**src/grid_advection_bilinear_unit_defines.svh**
```systemverilog
// ============================================================================
// Assertion macros for the grid advection unit
// Shared assertion forms; every use samples on clk and is held off in reset.
// ============================================================================
`ifndef GRID_ADVECTION_BILINEAR_UNIT_DEFINES_SVH
`define GRID_ADVECTION_BILINEAR_UNIT_DEFINES_SVH

// Same-cycle implication: when cond holds, prop must hold.
`define GAB_ASSERT_IMP(label, cond, prop, msg) \
    label: assert property (@(posedge clk) disable iff (!rst_n) (cond) |-> (prop)) \
        else $error(msg);

// Next-cycle implication: when cond holds, prop must hold in the next cycle.
`define GAB_ASSERT_NEXT(label, cond, prop, msg) \
    label: assert property (@(posedge clk) disable iff (!rst_n) (cond) |=> (prop)) \
        else $error(msg);

`endif

```
**src/gab_pkg.sv**
```systemverilog
`timescale 1ns / 1ps
// ============================================================================
// gab_pkg
// Types, widths and arithmetic helpers shared by the grid advection unit.
// ============================================================================
package gab_pkg;

    // Grid geometry; the stores are split into four banks by row and column parity.
    localparam int GRID_SIDE   = 64;
    localparam int IDX_W       = $clog2(GRID_SIDE);
    localparam int SIDE_W      = IDX_W + 1;
    localparam int NUM_BANKS   = 4;
    localparam int BANK_DEPTH  = GRID_SIDE * GRID_SIDE / NUM_BANKS;
    localparam int BANK_AW     = $clog2(BANK_DEPTH);
    localparam logic [SIDE_W-1:0] SIDE_MAX = SIDE_W'(GRID_SIDE);

    // Data widths.
    localparam int VAL_W   = 32;
    localparam int TS_W    = 16;
    localparam int GIU_W   = 7;
    localparam int CFG_W   = 16;
    localparam int PROD_W  = VAL_W + TS_W + 1;  // velocity times time step
    localparam int POS_W   = 42;                // traced position, Q26.16
    localparam int CELL_W  = POS_W - 16;        // integer part of a position
    localparam int FRAC_W  = 17;                // fraction in (-1, 1)
    localparam int WGT_W   = 18;                // one axis weight in (-1, 2)
    localparam int WPROD_W = 2 * WGT_W;
    localparam int W_W     = 20;                // combined weight after shift
    localparam int TERM_W  = W_W + VAL_W;

    localparam int ONE_Q16  = 65536;
    localparam int HALF_Q16 = 32768;

    // Input queue between front and back.
    localparam int QUEUE_DEPTH = 4;
    localparam int QPTR_W      = $clog2(QUEUE_DEPTH);
    localparam int QCNT_W      = QPTR_W + 1;

    typedef enum logic {
        OP_WRITE  = 1'b0,
        OP_ADVECT = 1'b1
    } op_t;

    typedef enum logic {
        REG_TIME_STEP   = 1'b0,
        REG_GRID_IN_USE = 1'b1
    } reg_idx_t;

    // One classified command as held in the queue.
    typedef struct packed {
        op_t                op;
        logic [IDX_W-1:0]   row;
        logic [IDX_W-1:0]   col;
        logic [1:0]         wr_bank;
        logic [BANK_AW-1:0] wr_addr;
        logic [VAL_W-1:0]   vx;
        logic [VAL_W-1:0]   vy;
        logic [VAL_W-1:0]   q;
    } cmd_t;

    typedef struct packed {
        logic valid;
        cmd_t cmd;
    } head_t;

    typedef struct packed {
        logic [TS_W-1:0]   time_step;
        logic [SIDE_W-1:0] side;
    } cfg_t;

    // Arithmetic right shift that truncates toward zero.
    function automatic logic signed [63:0] shr_trunc(input logic signed [63:0] v,
                                                     input int unsigned s);
        logic signed [63:0] bias;
        bias = v[63] ? ((64'sd1 <<< s) - 64'sd1) : 64'sd0;
        return (v + bias) >>> s;
    endfunction

    // Saturate to signed 32 bits.
    function automatic logic signed [VAL_W-1:0] sat32(input logic signed [63:0] v);
        logic signed [VAL_W-1:0] r;
        if (v > 64'sd2147483647) begin
            r = 32'sh7fffffff;
        end
        else if (v < -64'sd2147483648) begin
            r = 32'sh80000000;
        end
        else begin
            r = v[VAL_W-1:0];
        end
        return r;
    endfunction

endpackage

```
**src/gab_front.sv**
```systemverilog
`timescale 1ns / 1ps
// ============================================================================
// gab_front
// Accepts command beats, classifies them and holds them in a short queue.
// ============================================================================
`include "grid_advection_bilinear_unit_defines.svh"

module gab_front
    import gab_pkg::*;
(
    input  logic             clk,
    input  logic             rst_n,
    input  logic             start,
    output logic             busy,
    input  logic             opcode,
    input  logic [IDX_W-1:0] cell_row,
    input  logic [IDX_W-1:0] cell_col,
    input  logic [VAL_W-1:0] velocity_x,
    input  logic [VAL_W-1:0] velocity_y,
    input  logic [VAL_W-1:0] quantity,
    input  logic             pop,
    output head_t            head
);

    cmd_t              queue_reg [QUEUE_DEPTH];
    logic [QPTR_W-1:0] wr_ptr_reg, wr_ptr_next;
    logic [QPTR_W-1:0] rd_ptr_reg, rd_ptr_next;
    logic [QCNT_W-1:0] count_reg, count_next;
    logic              push;
    cmd_t              incoming;

    assign busy = (count_reg == QCNT_W'(QUEUE_DEPTH));
    assign push = start && !busy;

    // Classify the beat: operation and the bank that owns the cell.
    always_comb
    begin
        incoming.op      = op_t'(opcode);
        incoming.row     = cell_row;
        incoming.col     = cell_col;
        incoming.wr_bank = {cell_row[0], cell_col[0]};
        incoming.wr_addr = {cell_row[IDX_W-1:1], cell_col[IDX_W-1:1]};
        incoming.vx      = velocity_x;
        incoming.vy      = velocity_y;
        incoming.q       = quantity;
    end

    // Queue pointers and fill count.
    always_comb
    begin
        wr_ptr_next = push ? wr_ptr_reg + 1'b1 : wr_ptr_reg;
        rd_ptr_next = pop ? rd_ptr_reg + 1'b1 : rd_ptr_reg;
        count_next  = count_reg;
        if (push && !pop)
        begin
            count_next = count_reg + 1'b1;
        end
        else if (pop && !push)
        begin
            count_next = count_reg - 1'b1;
        end
    end

    always_ff @(posedge clk or negedge rst_n)
    begin
        if (!rst_n)
        begin
            wr_ptr_reg <= '0;
            rd_ptr_reg <= '0;
            count_reg  <= '0;
        end
        else
        begin
            wr_ptr_reg <= wr_ptr_next;
            rd_ptr_reg <= rd_ptr_next;
            count_reg  <= count_next;
        end
    end

    // Queue storage.
    always_ff @(posedge clk)
    begin
        if (push)
        begin
            queue_reg[wr_ptr_reg] <= incoming;
        end
    end

    assign head.valid = (count_reg != '0);
    assign head.cmd   = queue_reg[rd_ptr_reg];

    `GAB_ASSERT_IMP(a_pop_nonempty, pop, count_reg != '0, "queue popped while empty")
    `GAB_ASSERT_NEXT(a_count_grows, push && !pop, count_reg == $past(count_reg) + 1'b1,
        "queue count lost a beat")
    `GAB_ASSERT_IMP(a_count_bound, 1'b1, count_reg <= QCNT_W'(QUEUE_DEPTH),
        "queue count beyond its depth")

endmodule

```
**config.mk**
```make
export PLATFORM = sky130hd
export DESIGN_NAME = gab_front
export DESIGN_NICKNAME = d
export VERILOG_FILES = /design/src/gab_pkg.sv /design/src/gab_front.sv
export VERILOG_INCLUDE_DIRS = /design/src /design/src/src
export SDC_FILE = /design/constraint.sdc
export NUM_CORES = 1
export LEC_CHECK = 0
export BUFFER_PORTS_ARGS = -buffer_cell sky130_fd_sc_hd__buf_2
export CAP_MARGIN = 20
export CORE_MARGIN = 3
export CORE_UTILIZATION = 60
export CTS_BUF_LIST = sky130_fd_sc_hd__clkbuf_16
export DETAILED_ROUTE_END_ITERATION = 10
export PLACE_DENSITY = 0.92
export SKIP_LAST_GASP = 1
export SYNTH_ARGS = -nofsm -noshare
export SYNTH_HDL_FRONTEND = slang
export SYNTH_SLANG_ARGS = --single-unit
```
**constraint.sdc**
```tcl
create_clock -name clk -period 8.6 [get_ports clk]
set_input_delay 1.72 -clock clk [delete_from_list [all_inputs] [get_ports clk]]
set_output_delay 1.72 -clock clk [all_outputs]
set_load 0.1 [all_outputs]
```
Yosys cells after proc, flatten, opt, wreduce, memory -nomap -nowiden
Memory sizes are Yosys's and may differ from the RTL's.
Cells that the tools add are included.
Cells by class
  add/subtract/negate cells: 4
  $mul: 0
  divide/modulo/power cells: 0
  $lt $le $gt $ge: 0
  eq/ne operators: 1
  shifts and indexed selects: 0
  muxes and demuxes: 4
  bitwise logic cells: 0
  reduce and logical (&&, ||, !) cells: 8
Operator list (count)
  3-bit 2-to-1 mux: 2
  2-bit by 1-bit adder with 2-bit output, second input constant: 2
  3-bit by 1-bit adder with 3-bit output, second input constant: 1
  3-bit equality test, second input constant: 1
  1-bit logical AND: 3
  1-bit logical NOT: 3
  3-bit nonzero test: 1
  3-bit by 1-bit subtractor with 3-bit output, second input constant: 1
  1-bit 2-to-1 mux: 2
  2-bit nonzero test: 1
Storage, ports and cells
  register bits: 7
  latch bits: 0
  RAM bits: 484
  bits in read-only memories: 0
  word-level logic and storage cells: 21
  memories: 1
Memories
  queue_reg: words 4, bits a word 121, read ports 1, clocked after memory_dff 0, wr ports 1, RTL line gab_front.sv:25  | cmd_t queue_reg [QUEUE_DEPTH];

Depth between registers and ports, before layout
Gate-level depths: netlist (run 1).
  depth after elaboration: 7
  mapped depth: 9

Least setup slack after synthesis (run 1)
No wires, ideal clock.
  kind: input -> register
  start: input start
  end: memory queue_reg[0][0] in the netlist's numbering (enable)
  arrival time: 4520 ps
  setup slack: 3600 ps
  stages on the path: 3
  path through: nor2b_1 > buf_2 > and2_1
Between the ends
  word-level cells in the longest chain between the ends: 3
RTL lines
  start, declared: RTL line gab_front.sv:13  | input logic start,
  1-bit logical AND: RTL line gab_front.sv:33  | assign push = start && !busy;
  via push: RTL line gab_front.sv:29  | logic push;
  1-bit 2-to-1 mux: RTL line gab_front.sv:83  | if (push)
  1-bit 2-to-1 mux (implied by the code): RTL line gab_front.sv:85  | queue_reg[wr_ptr_reg] <= incoming;
  end, declared: RTL line gab_front.sv:25
The timed path passes the listed nets, and every way through them passes these cells.

==> summary.md, run 1 <==
| Metric | Value |
|---|---|
| Synth unique cells | 19 |
| Fin crit share | 0.567 |
| Setup violators final | 0 |
| CTS tree | yes |
| Cell count after synthesis | ~620 |
| Global route total overflow | 0 |
| Final Wtd Congestion | ~0.7 |
| Cell area after layout | 18900 um^2 |
| Die width | roughly 170 um |
| Min Tclk post-route | around 4.9 ns |
| Setup Skew | around 0.015 ns |
| Hold depth | 1 |
| Port bufs | between 200 and 250 |
| Fillers | roughly 1500 |
| DR iter-0 viols | around 570 |
| Num CTS Buffers | 43 |
| Clk root buf | clkbuf_16 |
| Worst slew margin | 0.390 |
| Layout Nets | 985 |
| Outcome | finished clean |
| Worst setup SP type | register |
| CP max FO | between 50 and 60 |
| Setup WS pre-CTS | approximately 4.2 ns |
| Hpwl dp | around 18 mm |
| Cell row count | just under 60 |
| Max clock buf depth | 3 |
| Die Y | around 170 um |
| Pre-antenna DRT Iters | 5 |
| Synth Cell Area | 16200 um^2 |
| Hold WC Path Type | reg2reg |
| Share of cells above drive strength 1 | 0.467 |
| CTS clk-pin slew, worst paths | around 0.06 ns |
| DRC Markers | 0 |
| WS Path Type | reg2out |
| Count of state elements after synthesis | 443 |
| Initial Utilization | 0.616 |
| Routed WL per cell | roughly 25 um |
| CP endpoint | head[4] |
| Reg2Reg Setup Slack | 5.54 ns |
| Core Region | about 26000 um^2 |
| RSZ-0062 raised after global routing | no |
| RR Startpoint | count_reg[2]$_DFFE_PN0P_ |
| Final setup margin | 3.72 ns |
| Max reg flops | around 440 |
| Via count | 7311 |
| IO Pins | ~240 |
| DR vias/cell | 5.95 |
| Worst r2r dst | queue_reg[1][58]$_DFFE_PP_ |
| Clock sinks | 443 |
| GR Util All Layers | 0.214 |
| Post-CTS Setup Repair Bufs | 0 |
| Htree depth | 2 |
| Slew Limit Fails | 0 |
| R2R depth | 4 |
| Clock latency on the worst-skew pair | 0.53 ns |
| First-pass GRT wire length | 46.3 mm |
| CP endpoint kind | output port |
| CP required | just under 7 ns |
| Largest net degree at the start of global routing | 76 |
| Number of global-route vias before repair | 7663 |
| Remaining antenna violation count | 0 |
| Fin. Hold Viols | 0 |
| Worst slew pin tran | around 0.9 ns |
| Mapped Nets | ~740 |
| Setup crit start | rd_ptr_reg[1]$_DFFE_PN0P_ |
| # resized after CTS | 0 |
| WP data arrival | 3.16 ns |
| Synth Warn # | 0 |
| Hold_buf cts | 0 |
| Synth-to-Final Area Change | 16.4% |
| Initial antenna violation count | 4 |
| Post-synthesis sequential area ratio | 0.817 |
| Drt total wl | about 31 mm |
| Setup TNS | 0 ns |
| Die area | slightly below 30000 um^2 |
| DP Area | between 15000 and 20000 um^2 |
| MaxCap Viol Count | 0 |
| Max Fclk | slightly above 0.2 GHz |
| End-of-flow core utilization | 0.717 |
| Synth Area per Inst | between 20 and 30 um^2 |
==> critical path, stage by stage (launching register included) <==
cell,delay (ns)
dfrtp_4,0.93
buf_4,0.77
mux4_2,0.39
buf_2,0.44
==> cells in the mapped netlist, drive strengths merged <==
| library cell | number | area, um^2 |
|---|---|---|
| nand2 | 1 | 3.75 |
| and2 | 4 | 25.0 |
| fa | 1 | 20.0 |
| inv | 4 | 15.0 |
| edfxtp | 436 | 13100 |
| nor3b | 1 | 12.5 |
| nor2 | 1 | 3.75 |
| or3 | 1 | 6.26 |
| nor2b | 1 | 6.26 |
| mux2 | 2 | 22.5 |
| ha | 5 | 62.6 |
| xnor2 | 3 | 26.3 |
| dfrtp | 7 | 175 |
| buf | 35 | 275 |
| clkbuf | 2 | 7.51 |
| mux4 | 109 | 2450 |
| xor2 | 3 | 26.3 |
==> per-layer routing <==
layer	part of all wire	vias up	track usage
met1	0.37	3786	0.282
met3	0.077	72	0.0490
met4	0.033	4	0.0758
li1	-	3125	-
met5	0.00065	-	0
met2	0.52	324	0.360
==> final cells by class <==
cell class | instances | area (um^2) | share of cell area
Antenna cell | 2 | 5.00 | 0.000265
Sequential cell | 443 | 13300 | 0.702
Multi-Input combinational cell | 132 | 2680 | 0.142
Clock buffer | 45 | 1130 | 0.0596
Timing Repair Buffer | 242 | 1260 | 0.0667
Tap cell | 335 | 419 | 0.0222
Clock inverter | 25 | 116 | 0.00616
Inverter | 4 | 15.0 | 0.000794
==> cells by family after synthesis <==
kind of cell | count (synthesis) | synth area share
fa+ha+maj | 6 | 0.00509
flops | 443 | 0.817
xor+xnor | 6 | 0.00324
buf+inv | 41 | 0.0183
mux | 111 | 0.153
simple gates | 9 | 0.00354
==> through the flow <==
| step | instances | hold slack, ns |
|---|---|---|
| 2_1_floorplan | 616 | 0.445 |
| 3_3_place_gp | 1155 | 0.464 |
| 3_5_place_dp | 1155 | 0.529 |
| 4_1_cts | 1225 | 0.557 |
| 5_1_grt | 1228 | 0.580 |
| 6_report | 1228 | 0.548 |
==> cell usage in the layout (no fill, tap or decap), types with 2 or more instances in the layout <==
cell type / instances
buf_2: 235
clkinv_1: 6
mux4_2: 109
buf_4: 5
dfrtp_1: 5
xnor2_1: 3
and2_4: 4
mux2_2: 2
clkinv_2: 8
ha_1: 5
edfxtp_1: 436
inv_1: 12
clkbuf_16: 45
dfrtp_4: 2
xor2_1: 3
diode_2: 2
clkinvlp_4: 2
==> worst min path at each step <==
stage                          endpoint  slack, ns                startpoint
2_1_floorplan  count_reg[2]$_DFFE_PN0P_       0.45  count_reg[2]$_DFFE_PN0P_
3_3_place_gp   count_reg[2]$_DFFE_PN0P_       0.46  count_reg[2]$_DFFE_PN0P_
5_1_grt        count_reg[2]$_DFFE_PN0P_       0.58  count_reg[2]$_DFFE_PN0P_
4_1_cts        count_reg[2]$_DFFE_PN0P_       0.56  count_reg[2]$_DFFE_PN0P_
3_5_place_dp   count_reg[2]$_DFFE_PN0P_       0.53  count_reg[2]$_DFFE_PN0P_
6_report       count_reg[2]$_DFFE_PN0P_       0.55  count_reg[2]$_DFFE_PN0P_
Power of run 1 is left out: the tool's default activity adds up to more than one toggle a clock period on the data nets, which glitch-free logic cannot reach.
==> run 2: changes to the inputs <==
--- a/config.mk
+++ b/config.mk
@@ -6,13 +6,14 @@
 export SDC_FILE = /design/constraint.sdc
 export NUM_CORES = 1
 export LEC_CHECK = 0
+export ABC_AREA = 1
 export BUFFER_PORTS_ARGS = -buffer_cell sky130_fd_sc_hd__buf_2
 export CAP_MARGIN = 20
 export CORE_MARGIN = 3
-export CORE_UTILIZATION = 60
+export CORE_UTILIZATION = 58
 export CTS_BUF_LIST = sky130_fd_sc_hd__clkbuf_16
 export DETAILED_ROUTE_END_ITERATION = 10
-export PLACE_DENSITY = 0.92
+export PLACE_DENSITY = 0.89
 export SKIP_LAST_GASP = 1
 export SYNTH_ARGS = -nofsm -noshare
 export SYNTH_HDL_FRONTEND = slang
==> constraint.sdc (replaced) <==
create_clock -name clk -period 4.8 [get_ports clk]
set_input_delay 0.96 -clock clk [delete_from_list [all_inputs] [get_ports clk]]
set_output_delay 0.96 -clock clk [all_outputs]
set_load 0.1 [all_outputs]
==> run 2 against run 1 <==
Wire length up 18%. Critical path depth up 1. Worst hold slack worse by 0.29 ns. Setup slack worse by 2.9 ns. Via count up 47%. Synthesized cell count up 120%. Final cell count up 61%. Critical endpoint is now head[113]. Largest cell class unchanged. Non-clock buffer count up 12.
==> summary.md, run 2 <==
| Metric | Value |
|---|---|
| GR Util All Layers | 0.216 (was 0.214) |
| Core Region | 30100 um^2 (was 26400 um^2) |
| CTS tree | yes (unchanged) |
| DRC Markers | 0 (unchanged) |
| Top post-synthesis cells by area | edfxtp_1, o211ai_1, nand2_1 (was edfxtp_1, mux4_2, dfrtp_1) |
| Layout Nets | 1672 (was 985) |
| Die Y | 182 um (was 170 um) |
| Min Tclk post-route | ~4.0 ns |
| Minimum hold slack | 0.258 ns (was 0.548 ns) |
| WP data arrival | 3.00 ns (was 3.16 ns) |
| Worst setup SP type | register (unchanged) |
| Hold_buf cts | 0 (unchanged) |
| Dominant cell by count in the synthesized netlist | edfxtp_1 (unchanged) |
| Synth Cell Area | 18000 um^2 (was 16200 um^2) |
| Clock latency on the worst-skew pair | 0.52 ns (was 0.53 ns) |
| Global route total overflow | 0 (unchanged) |
| Count of state elements after synthesis | 443 (unchanged) |
| Routed WL per cell | 18.4 um (was 25.1 um) |
| Synth top area share | 0.727 (was 0.806) |
| Most common cell after layout, fill and taps aside | edfxtp_1 (unchanged) |
| Clock sinks | 443 (unchanged) |
| Reg2Reg Setup Slack | 2.57 ns (was 5.54 ns) |
| Number of global-route vias before repair | 11000 (was 7663) |
| Pre-antenna DRT Iters | 5 (unchanged) |
| Die area | 33200 um^2 (was 29100 um^2) |
| Setup Skew | 0.00953 ns (was 0.0152 ns) |
| Via count | 10800 (was 7311) |
| WS Path Type | reg2out (unchanged) |
| Setup violators final | 0 (unchanged) |
| Port bufs | 235 (unchanged) |
| Synth-to-Final Area Change | 13.9% (was 16.4%) |
| Initial Utilization | 0.598 (was 0.616) |
| CP required | 3.84 ns (was 6.88 ns) |
| Synth unique cells | 17 (was 19) |
| First-pass GRT wire length | 57.0 mm (was 46.3 mm) |
| Fin crit share | 0.826 |
| Max clock buf depth | 3 (unchanged) |
| Die width | 182 um (was 170 um) |
| Largest net degree at the start of global routing | 95 (was 76) |
| Post-synth top flop | edfxtp_1 (unchanged) |
| Synth Warn # | 0 (unchanged) |
| Share of synthesized flip-flops with an asynchronous set or reset | 0.0158 (unchanged) |
| Hpwl dp | 21.1 mm (was 18.1 mm) |
| Hold WC Path Type | in2async (was reg2reg) |
| DR vias/cell | 5.46 (was 5.95) |
| CP max FO | 64 (was 56) |
| End-of-flow core utilization | 0.682 (was 0.717) |
| Placed Cells | 1897 (was 1155) |
| Post-synth EDFFs | 436 (unchanged) |
| Cell row count | 63 (was 59) |
| Num CTS Buffers | 44 (was 43) |
| Final cell count without fillers | 1974 (was 1228) |
| CP peak stage delay | 0.82 ns (was 0.93 ns) |
| Most frequent cells after synthesis | edfxtp_1, nand2_1, inv_1 (was edfxtp_1, mux4_2, buf_4) |
| Remaining antenna violation count | 0 (unchanged) |
| Htree depth | 2 (unchanged) |
| # resized after CTS | 0 (unchanged) |
| Post-CTS Setup Repair Bufs | 0 (unchanged) |
| IO Pins | 236 (unchanged) |
| Drt total wl | 36.3 mm (was 30.9 mm) |
| Fin. Hold Viols | 0 (unchanged) |
| Share of cells above drive strength 1 | 0.204 (was 0.467) |
| Max reg flops | 436 (unchanged) |
| Clk root buf | clkbuf_16 (unchanged) |
| CP max-delay cell | dfrtp_4 (unchanged) |
| Synth Area per Inst | 13.5 um^2 (was 26.4 um^2) |
| Post-synth top area cell | edfxtp_1 (unchanged) |
| DR iter-0 viols | 953 (was 569) |
| Worst slew pin tran | 0.899 ns (was 0.914 ns) |
| Post-synthesis sequential area ratio | 0.737 (was 0.817) |
| Cell count after synthesis | 1338 (was 616) |
| Worst-path cell chain | buf_4, o211ai_1, nand2_1, buf_2 (was buf_4, mux4_2, buf_2) |
| Mapped Nets | 1457 (was 735) |
| Outcome | finished clean (unchanged) |
| Slew Limit Fails | 0 (unchanged) |
| RSZ-0062 raised after global routing | no (unchanged) |
| Max Fclk | 0.252 GHz |
| CTS clk-pin slew, worst paths | 0.06 ns (about the same) |
| Most frequent cells in the layout | edfxtp_1, nand2_1, inv_1 (was edfxtp_1, buf_2, mux4_2) |
| Initial antenna violation count | 6 (was 4) |
| Final Wtd Congestion | 0.784 (was 0.706) |
| Worst slew margin | 0.401 (was 0.390) |
| MaxCap Viol Count | 0 (unchanged) |
| CP endpoint kind | output port (unchanged) |
-- run 2: cell families (layout without fill, tap and decap cells) --
kind of cell	count (synthesis)	count (layout)	synth area share
flops	443	443	0.737
fa+ha+maj	6	6	0.00458
xor+xnor	3	3	0.00146
compound gates	219	219	0.0911
buf+inv	319	563	0.0933
other cells	0	2	0
simple gates	348	348	0.0730
-- run 2: final timing paths --
check                                        endpoint                       from  cells past startpoint
min                          count_reg[1]$_DFFE_PN0P_                      rst_n                      1
min reg2reg                  count_reg[2]$_DFFE_PN0P_   count_reg[2]$_DFFE_PN0P_                      2
max in group asynchronous   rd_ptr_reg[1]$_DFFE_PN0P_                      rst_n                      1
max reg2reg                queue_reg[0][59]$_DFFE_PP_   count_reg[0]$_DFFE_PN0P_                      5
max                                         head[113]  rd_ptr_reg[1]$_DFFE_PN0P_                      4
min in group clk             count_reg[2]$_DFFE_PN0P_   count_reg[2]$_DFFE_PN0P_                      2
-- run 2: final cells by class --
class / instances / area [um^2]
flip-flops and latches: 443 / 13300
fillers: 1941 / 9590
multi-input cells: 576 / 3100
repair buffers: 254 / 1410
clock buffers: 45 / 1130
inverters: 234 / 881
well taps: 390 / 488
clock inverters: 30 / 245
diodes: 2 / 5.00
-- run 2: per-stage QoR --
| stage | area [um^2] | TNS [ns] | worst slack, ns |
|---|---|---|---|
| after detailed placement | 19100 | 0 | 1.35 |
| after global placement | 19100 | 0 | 1.36 |
| final | 20500 | 0 | 0.837 |
| after CTS | 20500 | 0 | 0.781 |
| after global routing | 20500 | 0 | 0.659 |
| after floorplan | 18000 | -617.54 | -1.42 |
-- run 2: routing by layer --
metal / global-route usage / up-vias / wire length, um / share of wire
met1: 0.274 / 5115 / 13800 / 0.38
li1: - / 5063 / - / -
met5: 0 / - / 58 / 0.0016
met3: 0.0437 / 71 / 3160 / 0.087
met2: 0.377 / 519 / 18400 / 0.51
met4: 0.0707 / 8 / 889 / 0.025
-- run 2: worst max-delay path: cells and delay by family (launching register included) --
family,cells,cell delay [ns]
buffers and inverters,2,1.21
DFF,1,0.82
AOI/OAI and AO/OA,1,0.24
and+or+nand+nor,1,0.16
Power of run 2 is left out for the same reason.
==> run 3: changes to the inputs <==
--- a/config.mk
+++ b/config.mk
@@ -10,10 +10,10 @@
 export BUFFER_PORTS_ARGS = -buffer_cell sky130_fd_sc_hd__buf_2
 export CAP_MARGIN = 20
 export CORE_MARGIN = 3
-export CORE_UTILIZATION = 58
+export CORE_UTILIZATION = 52
 export CTS_BUF_LIST = sky130_fd_sc_hd__clkbuf_16
 export DETAILED_ROUTE_END_ITERATION = 10
-export PLACE_DENSITY = 0.89
+export PLACE_DENSITY = 0.85
 export SKIP_LAST_GASP = 1
 export SYNTH_ARGS = -nofsm -noshare
 export SYNTH_HDL_FRONTEND = slang
==> constraint.sdc (replaced) <==
create_clock -name clk -period 3.45 [get_ports clk]
set_input_delay 0.69 -clock clk [delete_from_list [all_inputs] [get_ports clk]]
set_output_delay 0.69 -clock clk [all_outputs]
set_load 0.1 [all_outputs]
==> run 3 against run 2 <==
Clock-buffer cell count is 2 lower. Critical path depth is 2 higher. Sequential share of layout area is 4.7 points lower. Via count is 0.39% higher. Final cell count is 3.4% higher. Core utilization is 2.8 points lower. Global-route usage is 1.7 points lower. Design area is 7.9% higher. Register-to-register slack worse by 1.5 ns. Critical endpoint is now head[49]. Largest cell class unchanged.
==> summary.md, run 3 (synthesis gave the netlist of run 2 again) <==
| Metric | Value |
|---|---|
| First-pass GRT wire length | 57.3 mm (was 57.0 mm) |
| Clock sinks | 443 (unchanged) |
| Clk root buf | clkbuf_16 (unchanged) |
| Fin crit share | 0.903 |
| Port bufs | 235 (unchanged) |
| Min Tclk post-route | 3.12 ns |
| DR vias/cell | 5.30 (was 5.46) |
| Hold depth | 1 |
| Worst r2r dst | queue_reg[2][72]$_DFFE_PP_ (was queue_reg[0][59]$_DFFE_PP_) |
| DRC Markers | 0 (unchanged) |
| Max clock buf depth | 3 (unchanged) |
| Most frequent cells in the layout | edfxtp_1, nand2_1, inv_1 (unchanged) |
| CP max FO | 85 (was 64) |
| DR iter-0 viols | 738 (was 953) |
| CTS tree | yes (unchanged) |
| Largest net degree at the start of global routing | 171 (was 95) |
| Cell row count | 67 (was 63) |
| Via count | 10800 (about the same) |
| Die Y | 192 um (was 182 um) |
| Synth-to-Final Area Change | 22.9% (was 13.9%) |
| Drt total wl | 37.2 mm (was 36.3 mm) |
| Share of cells above drive strength 1 | 0.205 (was 0.204) |
| Min-delay src | velocity_y[30] |
| Outcome | finished clean (unchanged) |
| Final setup margin | 0.334 ns (was 0.837 ns) |
| Max reg flops | 436 (unchanged) |
| R2R depth | 5 (unchanged) |
| CTS clk-pin slew, worst paths | 0.06 ns (about the same) |
| IO Pins | 236 (unchanged) |
| Placed Cells | 1962 (was 1897) |
| Initial antenna violation count | 9 (was 6) |
| Die width | 192 um (was 182 um) |
| Core Region | 33900 um^2 (was 30100 um^2) |
| Remaining antenna violation count | 0 (unchanged) |
| Setup WS pre-CTS | 0.893 ns (was 1.35 ns) |
| WS Path Type | reg2out (unchanged) |
| Layout Nets | 1679 (was 1672) |
| Num CTS Buffers | 43 (was 44) |
| Min-Delay Endpoint | queue_reg[2][62]$_DFFE_PP_ |
| Die area | 36900 um^2 (was 33200 um^2) |
| Setup Skew | 0.0150 ns (was 0.00953 ns) |
| Reg2Reg Setup Slack | 1.02 ns (was 2.57 ns) |
| GR Util All Layers | 0.199 (was 0.216) |
| Fin. Hold Viols | 0 (unchanged) |
| RR Startpoint | count_reg[0]$_DFFE_PN0P_ (unchanged) |
| Pre-antenna DRT Iters | 5 (unchanged) |
| Slew Limit Fails | 0 (unchanged) |
| Htree depth | 2 (unchanged) |
| Worst setup SP type | register (unchanged) |
| Final cell count without fillers | 2042 (was 1974) |
| Hold WC Path Type | in2reg (was in2async) |
| Most common cell after layout, fill and taps aside | edfxtp_1 (unchanged) |
| Number of global-route vias before repair | 10900 (was 11000) |
| Worst slew margin | 0.469 (was 0.401) |
| MaxCap Viol Count | 0 (unchanged) |
| Setup violators final | 0 (unchanged) |
| WP data arrival | 2.43 ns (was 3.00 ns) |
| Max Fclk | ~0.32 GHz |
| Clock latency on the worst-skew pair | 0.52 ns (about the same) |
| Hold_buf cts | 1 (was 0) |
| Setup crit start | rd_ptr_reg[0]$_DFFE_PN0P_ (was rd_ptr_reg[1]$_DFFE_PN0P_) |
| Initial Utilization | 0.532 (was 0.598) |
| Hpwl dp | 23.0 mm (was 21.1 mm) |
| Final Wtd Congestion | 0.793 (was 0.784) |
| CP required | 2.76 ns (was 3.84 ns) |
| Routed WL per cell | 18.2 um (was 18.4 um) |
| CP endpoint kind | output port (unchanged) |
| Worst slew pin tran | 0.795 ns (was 0.899 ns) |
| Global route total overflow | 0 (unchanged) |
| RSZ-0062 raised after global routing | no (unchanged) |
| # resized after CTS | 0 (unchanged) |
| Post-CTS Setup Repair Bufs | 0 (unchanged) |
run 3: worst max-delay path by stage:
stage / end / slack [ns] / cells after the start
2_1_floorplan: queue_reg[0][0]$_DFFE_PP_ / -0.70 / 2
3_3_place_gp: queue_reg[2][7]$_DFFE_PP_ / 0.91 / 4
3_5_place_dp: head[49] / 0.89 / 6
4_1_cts: head[48] / 0.32 / 6
5_1_grt: head[59] / 0.14 / 6
6_report: head[49] / 0.33 / 6
run 3: critical path, cell delays in order, from the launching register on:
cell	delay, ns
dfrtp_4	0.56
buf_12	0.34
buf_4	0.43
nand2_1	0.11
o211ai_1	0.11
nand2_1	0.13
buf_12	0.19
run 3: area by class of cell:
type | instances | area (um^2)
timing repair buffer | 262 | 2990
multi-input combinational | 576 | 3100
clock inverter | 35 | 265
sequential | 443 | 13300
tap | 448 | 561
fill | 2260 | 11700
inverter | 234 | 881
antenna | 1 | 2.50
clock buffer | 43 | 1080
run 3: stage by stage:
stage               setup TNS (ns)   util  hold slack [ns]  cell area, um^2
global route                     0  0.654            0.352            22100
CTS                              0  0.654            0.340            22100
detailed placement               0  0.614            0.527            20800
global placement                 0  0.614            0.479            20800
floorplan                  -306.51      -            0.394            18000
finish                           0  0.654            0.373            22100
run 3: metal layers:
layer	GRT usage	vias to the layer above	share of wire
met1	0.246	5280	0.39
met3	0.0440	73	0.071
li1	-	5077	-
met5	0	-	0.0028
met2	0.356	372	0.52
met4	0.0518	16	0.018
Power of run 3 is left out for the same reason.
